--- src/mrr_pkg.sv ---
`timescale 1ns / 1ps
`default_nettype none
// ----------------------------------------------------------------------------
// mrr_pkg
// Shared types, widths and the modular add helper for the Miller-Rabin round block.
// ----------------------------------------------------------------------------
package mrr_pkg;

    localparam int NUMBER_BITS = 32;
    localparam int CAND_BITS   = 32;
    localparam int RAND_BITS   = 31;
    localparam int WIT_BITS    = 32;
    localparam int IDX_BITS    = $clog2(NUMBER_BITS);
    localparam int RCNT_BITS   = $clog2(RAND_BITS + 1);

    typedef enum logic [1:0] {
        VERDICT_TRIVIAL   = 2'd0,
        VERDICT_COMPOSITE = 2'd1,
        VERDICT_PASS      = 2'd2
    } verdict_t;

    typedef enum logic [2:0] {
        S_IDLE,
        S_PREP,
        S_POW_SQ,
        S_POW_MUL,
        S_CHECK,
        S_SQR,
        S_FINISH
    } mrr_state_t;

    typedef struct packed {
        logic [CAND_BITS-1:0] candidate;
        logic [RAND_BITS-1:0] random_value;
    } mrr_in_t;

    typedef struct packed {
        verdict_t             verdict;
        logic [WIT_BITS-1:0]  witness_used;
    } mrr_out_t;

    // (x + y) mod n for x, y < n
    function automatic logic [NUMBER_BITS-1:0] add_mod(
        input logic [NUMBER_BITS-1:0] x,
        input logic [NUMBER_BITS-1:0] y,
        input logic [NUMBER_BITS-1:0] n
    );
        logic [NUMBER_BITS:0] sum;
        logic [NUMBER_BITS:0] nx;
        sum = {1'b0, x} + {1'b0, y};
        nx  = {1'b0, n};
        if (sum >= nx)
        begin
            sum = sum - nx;
        end
        return sum[NUMBER_BITS-1:0];
    endfunction

endpackage
`default_nettype wire

--- src/mrr_mulmod.sv ---
`timescale 1ns / 1ps
`default_nettype none
// ----------------------------------------------------------------------------
// mrr_mulmod
// Bit-serial modular multiplier: one multiplier bit per cycle, LSB first,
// stops as soon as the remaining multiplier bits are zero.
// ----------------------------------------------------------------------------
module mrr_mulmod
    import mrr_pkg::*;
(
    input  wire logic                   clk,
    input  wire logic                   rst_n,
    input  wire logic                   start,
    input  wire logic [NUMBER_BITS-1:0] op_a,
    input  wire logic [NUMBER_BITS-1:0] op_b,
    input  wire logic [NUMBER_BITS-1:0] modulus,
    output logic                        done,
    output logic [NUMBER_BITS-1:0]      product
);

    logic                   busy_reg, busy_next;
    logic [NUMBER_BITS-1:0] acc_reg, acc_next;
    logic [NUMBER_BITS-1:0] addend_reg, addend_next;
    logic [NUMBER_BITS-1:0] mult_reg, mult_next;

    always_ff @(posedge clk or negedge rst_n)
    begin
        if (!rst_n)
        begin
            busy_reg <= 1'b0;
        end
        else
        begin
            busy_reg <= busy_next;
        end
    end

    always_ff @(posedge clk)
    begin
        acc_reg    <= acc_next;
        addend_reg <= addend_next;
        mult_reg   <= mult_next;
    end

    always_comb
    begin
        busy_next   = busy_reg;
        acc_next    = acc_reg;
        addend_next = addend_reg;
        mult_next   = mult_reg;
        done        = busy_reg && (mult_reg == '0);
        product     = acc_reg;
        if (start)
        begin
            busy_next   = 1'b1;
            acc_next    = '0;
            addend_next = op_a;
            mult_next   = op_b;
        end
        else if (busy_reg)
        begin
            if (mult_reg == '0)
            begin
                busy_next = 1'b0;
            end
            else
            begin
                if (mult_reg[0])
                begin
                    acc_next = add_mod(acc_reg, addend_reg, modulus);
                end
                addend_next = add_mod(addend_reg, addend_reg, modulus);
                mult_next   = mult_reg >> 1;
            end
        end
    end

endmodule
`default_nettype wire

--- src/miller_rabin_round.sv ---
// ----------------------------------------------------------------------------
// miller_rabin_round - one Miller-Rabin round per item
// rejected candidates go straight from idle to the finish state; others first reduce
// the witness bit-serially, then run serial mod-mults for the power and the squarings
// throughput: one item at a time; a new item is taken only once the block is back in idle
// reset: rst_n async low, returns to idle with no result pending
// ----------------------------------------------------------------------------
`timescale 1ns / 1ps
`default_nettype none
module miller_rabin_round
    import mrr_pkg::*;
(
    input  wire logic clk,
    input  wire logic rst_n,
    input  wire logic in_valid,
    output logic      in_ready,
    input  wire       mrr_in_t in_item,
    output logic      out_valid,
    input  wire logic out_ready,
    output mrr_out_t  out_item
);

    mrr_state_t             state_reg, state_next;
    logic                   out_valid_reg, out_valid_next;
    mrr_out_t               out_item_reg, out_item_next;

    logic [NUMBER_BITS-1:0] n_reg, n_next;
    logic [NUMBER_BITS-1:0] nm1_reg, nm1_next;
    logic [NUMBER_BITS-1:0] d_reg, d_next;
    logic [RAND_BITS-1:0]   r_reg, r_next;
    logic [NUMBER_BITS-1:0] rem_reg, rem_next;
    logic [RCNT_BITS-1:0]   rcnt_reg, rcnt_next;
    logic [NUMBER_BITS-1:0] a_reg, a_next;
    logic [NUMBER_BITS-1:0] x_reg, x_next;
    logic [IDX_BITS-1:0]    idx_reg, idx_next;
    verdict_t               verdict_reg, verdict_next;

    logic                   mm_start;
    logic [NUMBER_BITS-1:0] mm_a;
    logic [NUMBER_BITS-1:0] mm_b;
    logic                   mm_done;
    logic [NUMBER_BITS-1:0] mm_product;

    logic [NUMBER_BITS-1:0] n_in;
    logic                   trivial;
    logic [NUMBER_BITS:0]   rem_sh;
    logic [NUMBER_BITS:0]   nm1_ext;

    mrr_mulmod u_mulmod (
        .clk     (clk),
        .rst_n   (rst_n),
        .start   (mm_start),
        .op_a    (mm_a),
        .op_b    (mm_b),
        .modulus (n_reg),
        .done    (mm_done),
        .product (mm_product)
    );

    always_ff @(posedge clk or negedge rst_n)
    begin
        if (!rst_n)
        begin
            state_reg     <= S_IDLE;
            out_valid_reg <= 1'b0;
        end
        else
        begin
            state_reg     <= state_next;
            out_valid_reg <= out_valid_next;
        end
    end

    always_ff @(posedge clk)
    begin
        out_item_reg <= out_item_next;
        n_reg        <= n_next;
        nm1_reg      <= nm1_next;
        d_reg        <= d_next;
        r_reg        <= r_next;
        rem_reg      <= rem_next;
        rcnt_reg     <= rcnt_next;
        a_reg        <= a_next;
        x_reg        <= x_next;
        idx_reg      <= idx_next;
        verdict_reg  <= verdict_next;
    end

    assign n_in    = NUMBER_BITS'(in_item.candidate);
    assign trivial = (n_in < NUMBER_BITS'(2)) || (!n_in[0] && (n_in != NUMBER_BITS'(2)));
    // restoring step of random_value mod (n-1), one bit per cycle
    assign rem_sh  = {rem_reg, r_reg[RAND_BITS-1]};
    assign nm1_ext = {1'b0, nm1_reg};

    always_comb
    begin
        state_next     = state_reg;
        out_valid_next = out_valid_reg && !out_ready;
        out_item_next  = out_item_reg;
        n_next         = n_reg;
        nm1_next       = nm1_reg;
        d_next         = d_reg;
        r_next         = r_reg;
        rem_next       = rem_reg;
        rcnt_next      = rcnt_reg;
        a_next         = a_reg;
        x_next         = x_reg;
        idx_next       = idx_reg;
        verdict_next   = verdict_reg;
        mm_start       = 1'b0;
        mm_a           = mm_product;
        mm_b           = mm_product;
        in_ready       = 1'b0;

        unique case (state_reg)
            S_IDLE:
            begin
                in_ready = 1'b1;
                if (in_valid)
                begin
                    n_next    = n_in;
                    nm1_next  = n_in - NUMBER_BITS'(1);
                    d_next    = n_in - NUMBER_BITS'(1);
                    r_next    = in_item.random_value;
                    rem_next  = '0;
                    rcnt_next = RCNT_BITS'(RAND_BITS);
                    if (trivial)
                    begin
                        verdict_next = VERDICT_TRIVIAL;
                        a_next       = '0;
                        state_next   = S_FINISH;
                    end
                    else
                    begin
                        state_next = S_PREP;
                    end
                end
            end

            S_PREP:
            begin
                // witness reduction and stripping of twos run side by side
                if (rcnt_reg != '0)
                begin
                    if (rem_sh >= nm1_ext)
                    begin
                        rem_next = NUMBER_BITS'(rem_sh - nm1_ext);
                    end
                    else
                    begin
                        rem_next = NUMBER_BITS'(rem_sh);
                    end
                    r_next    = r_reg << 1;
                    rcnt_next = rcnt_reg - RCNT_BITS'(1);
                end
                if (!d_reg[0])
                begin
                    d_next = d_reg >> 1;
                end
                if ((rcnt_reg == '0) && d_reg[0])
                begin
                    a_next     = rem_reg + NUMBER_BITS'(1);
                    x_next     = NUMBER_BITS'(1);
                    idx_next   = IDX_BITS'(NUMBER_BITS - 1);
                    mm_start   = 1'b1;
                    mm_a       = NUMBER_BITS'(1);
                    mm_b       = NUMBER_BITS'(1);
                    state_next = S_POW_SQ;
                end
            end

            S_POW_SQ:
            begin
                if (mm_done)
                begin
                    x_next = mm_product;
                    priority if (d_reg[idx_reg])
                    begin
                        mm_start   = 1'b1;
                        mm_b       = a_reg;
                        state_next = S_POW_MUL;
                    end
                    else if (idx_reg == '0)
                    begin
                        state_next = S_CHECK;
                    end
                    else
                    begin
                        idx_next = idx_reg - IDX_BITS'(1);
                        mm_start = 1'b1;
                    end
                end
            end

            S_POW_MUL:
            begin
                if (mm_done)
                begin
                    x_next = mm_product;
                    if (idx_reg == '0)
                    begin
                        state_next = S_CHECK;
                    end
                    else
                    begin
                        idx_next   = idx_reg - IDX_BITS'(1);
                        mm_start   = 1'b1;
                        state_next = S_POW_SQ;
                    end
                end
            end

            S_CHECK:
            begin
                // d_reg now holds the running exponent
                if ((d_reg == nm1_reg) || (x_reg == NUMBER_BITS'(1)) || (x_reg == nm1_reg))
                begin
                    if ((x_reg != nm1_reg) && !d_reg[0])
                    begin
                        verdict_next = VERDICT_COMPOSITE;
                    end
                    else
                    begin
                        verdict_next = VERDICT_PASS;
                    end
                    state_next = S_FINISH;
                end
                else
                begin
                    mm_start   = 1'b1;
                    mm_a       = x_reg;
                    mm_b       = x_reg;
                    state_next = S_SQR;
                end
            end

            S_SQR:
            begin
                if (mm_done)
                begin
                    x_next     = mm_product;
                    d_next     = d_reg << 1;
                    state_next = S_CHECK;
                end
            end

            S_FINISH:
            begin
                if (!out_valid_reg || out_ready)
                begin
                    out_valid_next             = 1'b1;
                    out_item_next.verdict      = verdict_reg;
                    out_item_next.witness_used = WIT_BITS'(a_reg);
                    state_next                 = S_IDLE;
                end
            end

            default:
            begin
                state_next = S_IDLE;
            end
        endcase
    end

    assign out_valid = out_valid_reg;
    assign out_item  = out_item_reg;

    a_busy_after_accept: assert property (
        @(posedge clk) disable iff (!rst_n)
        (in_valid && in_ready) |=> !in_ready
    ) else $error("block still ready after taking an item");

    a_trivial_witness: assert property (
        @(posedge clk) disable iff (!rst_n)
        out_valid |-> ((out_item.verdict == VERDICT_TRIVIAL) == (out_item.witness_used == '0))
    ) else $error("witness does not match verdict");

    a_mulmod_done_state: assert property (
        @(posedge clk) disable iff (!rst_n)
        mm_done |-> (state_reg == S_POW_SQ || state_reg == S_POW_MUL || state_reg == S_SQR)
    ) else $error("mod-mult finished outside a multiply state");

    a_residue_range: assert property (
        @(posedge clk) disable iff (!rst_n)
        (state_reg == S_CHECK) |-> (x_reg < n_reg)
    ) else $error("residue not reduced below candidate");

endmodule
`default_nettype wire
--- config.mk ---
export PLATFORM = sky130hd
export DESIGN_NAME = miller_rabin_round
export DESIGN_NICKNAME = d
export VERILOG_FILES = /design/src/mrr_pkg.sv /design/src/mrr_mulmod.sv /design/src/miller_rabin_round.sv
export SDC_FILE = /design/constraint.sdc
export NUM_CORES = 1
export LEC_CHECK = 0
export BUFFER_PORTS_ARGS = -buffer_cell sky130_fd_sc_hd__buf_4
export CELL_PAD_IN_SITES_DETAIL_PLACEMENT = 2
export CELL_PAD_IN_SITES_GLOBAL_PLACEMENT = 2
export CORE_MARGIN = 3
export CORE_UTILIZATION = 30
export CTS_BUF_LIST = sky130_fd_sc_hd__clkbuf_8
export DETAILED_ROUTE_END_ITERATION = 8
export PLACE_DENSITY = 0.62
export SLEW_MARGIN = 20
export SYNTH_ARGS = -nofsm -noshare
export SYNTH_HDL_FRONTEND = slang
export SYNTH_SLANG_ARGS = --single-unit
--- constraint.sdc ---
create_clock -name clk -period 14.88 [get_ports clk]
set_clock_uncertainty 0.2 [all_clocks]
set_input_delay 0.744 -clock clk [delete_from_list [all_inputs] [get_ports clk]]
set_output_delay 0.744 -clock clk [all_outputs]
set_load 0.05 [all_outputs]
* Word-level counts from Yosys, hierarchy flattened
Cells that the tools add are included.
** Word-level totals
- Bits in read-only memories :: 0
- RAM bits :: 0
- Latch bits :: 0
- Output and inout port bits :: 36
- Memories :: 0
- Flip-flop bits (word level) :: 370
** Operators by class
- Multiply operators :: 0
- Div/mod/pow operators :: 0
- Multiplexer cells :: 73
- Reductions and logical operators :: 37
- Bitwise operators :: 1
- Eq/ne operators :: 25
- $add $sub $neg :: 9
- Shift-type cells :: 0
- Order comparisons :: 5
** Operators with widths (count)
- 2-to-1 mux 32 bit :: 23
- one-hot mux 32 bit (2 select lines) :: 4
- one-hot mux 32 bit (3 select lines) :: 2
- greater-or-equal comparator 33 x 32 -> 1 bit :: 3
- subtractor 32 bit :: 3
- adder 32 x 32 -> 33 bit :: 2
- == test 32 bit :: 2
- 2-to-1 mux 31 bit :: 2
- one-hot mux 31 bit (2 select lines) :: 1
- 2-to-1 mux 5 bit :: 7
- adder 32 x 1 -> 32 bit (second input constant) :: 1
- == test 32 x 1 -> 1 bit (second input constant) :: 1
- zero test 32 bit :: 1
- less-than comparator 32 x 2 -> 1 bit (second input constant) :: 1
- != test 32 x 2 -> 1 bit (second input constant) :: 1
- != test 32 bit :: 1
- subtractor 32 x 1 -> 32 bit (second input constant) :: 1
- 2-to-1 mux 3 bit :: 10
- != test 2 bit (second input constant) :: 12
- one-hot mux 3 bit (7 select lines) :: 1
- one-hot mux 5 bit (3 select lines) :: 1
- 2-to-1 mux 1 bit :: 13
- AND reduction 3 bit :: 4
- AND reduction 4 bit :: 3
- other kinds (25) :: 50

* Depth between registers and ports, before layout
- Depth in word-level cells :: 7
- Gate-level depth with buffers :: 23

* Hierarchy
From an unflattened synthesis, not the netlist that was laid out.
** Unflattened totals
- Cells, all modules :: 2650
- Area total of the unflattened synthesis :: 25142.9 um2
** By module, submodules not included
- miller_rabin_round :: area each 15572.4 um2, times used 1, cells each 1522
- mrr_mulmod :: area each 9570.4 um2, times used 1, cells each 1128

* Worst setup path before layout
OpenSTA, ideal clock, no wires.
- Path kind :: input port to flip-flop
- Start :: in in_valid
- End :: reg r_reg[0] (enable)
- Cell stages on the path :: 2
- Setup slack :: 2.425 ns
- Arrival time :: 11.397 ns
- Setup time :: 0.858 ns
- Path through :: nor2_1 > a2111oi_0
** On the way
- Cells in the longest elaborated chain, start to end :: 2
** Ends and longest elaborated chain
- from (decl) :: RTL line miller_rabin_round.sv:15 : input wire logic in_valid,
- != test 2 bit (no line)
- AND reduction 3 bit (no line)
- to (signal assigned) :: RTL line miller_rabin_round.sv:80 : r_reg <= r_next;
- to (decl) :: RTL line miller_rabin_round.sv:30 : logic [RAND_BITS-1:0] r_reg, r_next;
Every way passes these cells.
A chain may end at the register's enable or synchronous reset.

* Worst setup path after layout
- Start :: reg u_mulmod.addend_reg[4]
- End :: reg u_mulmod.acc_reg[31], in the netlist u_mulmod.product[31]
** On the way
- Cells in the longest elaborated chain, start to end :: 3
- Elaborated cells on any way between the ends :: 4
- Those cells by class :: 2 x add/sub; 1 x order compare; 1 x mux
** Ends and longest elaborated chain
- from (decl) :: RTL line mrr_mulmod.sv:23 : logic [NUMBER_BITS-1:0] addend_reg, addend_next;
- from (signal assigned) :: RTL line mrr_mulmod.sv:41 : addend_reg <= addend_next;
- adder 32 x 32 -> 33 bit (*) :: RTL line mrr_pkg.sv:50 : sum = {1'b0, x} + {1'b0, y};
- subtractor 32 bit or greater-or-equal comparator 33 x 32 -> 1 bit (tied branches) :: RTL line mrr_pkg.sv:54, mrr_pkg.sv:52
- 2-to-1 mux 32 bit (*) :: RTL line mrr_pkg.sv:52 : if (sum >= nx)
- to (signal assigned) :: RTL line mrr_mulmod.sv:40 : acc_reg <= acc_next;
- to (decl) :: RTL line mrr_mulmod.sv:22 : logic [NUMBER_BITS-1:0] acc_reg, acc_next;
Mark *: on every way between the ends. The rest lies on a longest branch, timed or not.

==> impl_metrics.csv <==
group,metric,value,unit
drt,drt-pass1-iter-count,5,
timing,slew-limit-headroom,0.283,
worst_setup_path,endpoint_kind,"register",
min_path,timing.hold.worst_endpoint,"n_reg[30]",
drt,via_count,21700,
worst_setup_path,r2r_cells,19,
cts,clock_path_buffers,3,
drt,drc_errors,0,
cts,cts_tree,"built",
finish,nNetsFinal,2903,
synthesis,yosys_register_bits,370,
timing,final_min_period_over_clock_period,0.454,
finish,largest_reg_flops,34,
timing,final_max_slew_viol_count,0,
synthesis,post_synth_inst_count,2611,
timing,count_of_endpoints_failing_hold_in_the_final_timing_report,0,
drt,drt-total-wl,106,mm
timing,setup_viols_final,0,
grt,grt_remaining_overflow,0,
synthesis,synth_enable_flop_cells,333,
timing,finalSetupTns,0,ns
placed_design,place_worst_setup_slack,8.25,ns
synthesis,asyncSetResetFlopFracSynth,0.0135,
worst_setup_path,critPathArrivalTime,7.09,ns
worst_setup_path,cp_top_family,"compound AO/OA/AOI/OAI gates",
worst_setup_path,cp-start-kind,"register",
placed_design,buffer_ports.inserted,102,
worst_setup_path,cp.required,15.22,ns
cts,clk_pin_slew_worst_paths,0.07,ns
min_path,hold-path-cell-count,1,
worst_setup_path,cells_traversed_along_the_worst_timing_path,"ha_1 > a211oi_1 > o311a_1 > a211o_1 > a21oi_1 > o311ai_0 > a21boi_0 > o21ai_0 > o31a_1 > ha_1 > nand4_1 > or3_1 > or3_1 > o21ai_0 > a41oi_1 > nand3_1 > or2_2 > mux2i_1 > a211oi_1",
min_path,hp-class,"in2reg",
placed_design,gp_congestion,0.917,
timing,period_needed,6.75,ns
floorplan,die-area,86200,sq um
grt,number_of_antenna_violations_at_the_first_check_in_global_routing,3,
cts,clock_sinks,370,
timing,worstMarginPinSlew,1.08,ns
floorplan,die_x,294,um
finish,layout.cell_area.non_filler,28000,sq um
finish,final_layout_size_suffix_gt1_frac,0.0946,
grt,gr-usage-all-layers,0.243,
synthesis,synth_cell_type_count,79,
worst_setup_path,reg2reg_from,"u_mulmod.addend_reg[4]",
synthesis,synth.cell_area,24800,sq um
synthesis,seq_area_frac_synth,0.434,
drt,routed_via_density,5.70,
drt,drt_first_iter_violations,1465,
synthesis,syn_avg_cell_area,9.51,sq um
floorplan,initial_core_util,0.306,
cts,clockRootBuffer,"sky130_fd_sc_hd__clkbuf_8",
drt,antenna_left,0,
worst_setup_path,crit-reg2reg-capture,"u_mulmod.product[31]",
cts,clk-insertion-delay-late,0.69,ns
cts,cts_made_buffers,73,
cts,htree_num_levels,3,
worst_setup_path,worst-setup-path-type,"reg2reg",
placed_design,placement.cell_area,26700,sq um
finish,syn2layout_area_growth,12.7,%
floorplan,die_y,294,um
placed_design,placedCellCount,3683,
timing,setup_ws,8.13,ns
finish,area.sequential,10800,sq um
timing,unrepaired_setup_endpoints_after_global_routing,"no",
floorplan,placeableCoreArea,81200,sq um
grt,grt_pass1_vias,23000,
worst_setup_path,crit_fanout,31,
synthesis,synth-warning-count,0,
synthesis,synthFlopType,"sky130_fd_sc_hd__edfxtp_1",
worst_setup_path,timing.critical_path.buf_inv,0,
job,maxCapViolCount,0,
worst_setup_path,regToRegSetupSlack,8.13,ns
grt,grt_pass1_wl,157,mm
status,outcome,"completed",
finish,fill_cells,9043,
grt,grt_max_degree,89,
worst_setup_path,critical_path_cell_count,19,
finish,multi_input_area,13100,sq um
floorplan,placementRows,104,
timing,fmax,148,MHz
worst_setup_path,critical_path.max_stage_delay,0.84,ns
floorplan,io_pins,103,
drt,detail_route.wl_per_cell,27.8,um
synthesis,synth_nets,2815,
placed_design,dp_hpwl,81.1,mm
finish,layout.cells.non_filler,3811,
worst_setup_path,critical_path.slowest_cell,"sky130_fd_sc_hd__or2_2",
min_path,hp-start,"in_item[61]",
-- Yosys cell counts, drive strengths merged (6+ instances only) --
master | number | share of area
nand2b | 16 | 0.0040
a211o | 7 | 0.0025
a31oi | 39 | 0.0098
o31a | 8 | 0.0028
xor2 | 123 | 0.043
a21oi | 199 | 0.040
or4 | 8 | 0.0024
nor3 | 43 | 0.0087
nor4 | 41 | 0.010
xnor2 | 93 | 0.033
clkbuf | 87 | 0.013
mux4 | 10 | 0.0091
a2111oi | 8 | 0.0031
a221oi | 56 | 0.020
nor2 | 253 | 0.038
a21o | 71 | 0.021
a211oi | 48 | 0.015
and3 | 24 | 0.0060
buf | 27 | 0.0053
mux2i | 46 | 0.019
inv | 150 | 0.023
o21a | 28 | 0.0085
edfxtp | 333 | 0.40
and4 | 11 | 0.0039
nand2 | 265 | 0.040
dfxtp | 32 | 0.026
or3 | 31 | 0.0078
o21bai | 12 | 0.0036
o21ai | 116 | 0.023
or2 | 10 | 0.0025
nand3 | 62 | 0.012
o311ai | 7 | 0.0025
o31ai | 7 | 0.0021
and2 | 48 | 0.012
a221o | 6 | 0.0024
nor2b | 22 | 0.0055
a311oi | 7 | 0.0025
o211ai | 9 | 0.0027
ha | 133 | 0.067
nand4 | 30 | 0.0076
nand3b | 7 | 0.0021
a21boi | 8 | 0.0024
-- metrics by stage --
| step | util | hold slack [ns] |
|---|---|---|
| floorplan | - | 0.200 |
| global placement | 0.329 | 0.262 |
| detailed placement | 0.329 | 0.236 |
| CTS | 0.345 | 0.0340 |
| global route | 0.345 | 0.0606 |
| finish | 0.345 | 0.0999 |
-- layout by cell type, fill, tap and decap left out, types with 71 or more instances in the layout --
cell	instances
sky130_fd_sc_hd__nor2_1	250
sky130_fd_sc_hd__ha_1	133
sky130_fd_sc_hd__a21oi_1	198
sky130_fd_sc_hd__o21ai_0	103
sky130_fd_sc_hd__nand2_1	264
sky130_fd_sc_hd__a21o_1	71
sky130_fd_sc_hd__xnor2_1	93
sky130_fd_sc_hd__edfxtp_1	333
sky130_fd_sc_hd__inv_1	175
sky130_fd_sc_hd__xor2_1	123
sky130_fd_sc_hd__clkbuf_8	74
sky130_fd_sc_hd__buf_4	126
-- timing repair --
item	in CTS	in global routing
hold buffers	1	0
endpoints found under the setup margin	0	0
resized for setup	0	0
setup buffers	0	0
endpoints found under the hold margin	5	0
-- worst max path at each step --
stage                                       from                    to  slack [ns]
after floorplan                         in_valid              r_reg[0]        2.42
after global placement    u_mulmod.addend_reg[4]  u_mulmod.product[14]        8.50
after detailed placement  u_mulmod.addend_reg[3]  u_mulmod.product[31]        8.25
after CTS                 u_mulmod.addend_reg[4]  u_mulmod.product[31]        8.18
after global routing      u_mulmod.addend_reg[4]  u_mulmod.product[31]        7.56
final                     u_mulmod.addend_reg[4]  u_mulmod.product[31]        8.13
-- logic make-up after synthesis --
family,Yosys count,share of synthesized area
XOR/XNOR,216,0.0762
flip-flops,370,0.434
multiplexers,59,0.0295
buffers and inverters,264,0.0412
AO/OA/AOI/OAI,681,0.180
AND/OR/NAND/NOR,884,0.169
adder cells (fa/ha/maj),137,0.0703
-- routing by layer --
layer	global-route usage	wire, um
met5	0	0
met4	0.0772	3220
met3	0.0274	4610
met2	0.398	49400
met1	0.335	48700
-- final cells by class --
type	count	area share
multi-input cells	1977	0.468
inverters	150	0.0201
well taps	1060	0.0474
diodes	2	0.000179
clock inverters	51	0.00899
flip-flops and latches	370	0.385
repair buffers	127	0.0342
clock buffers	74	0.0364
Power is not shown: default switching activity piles up to over one toggle a cycle in this logic, so the estimate is an artifact.
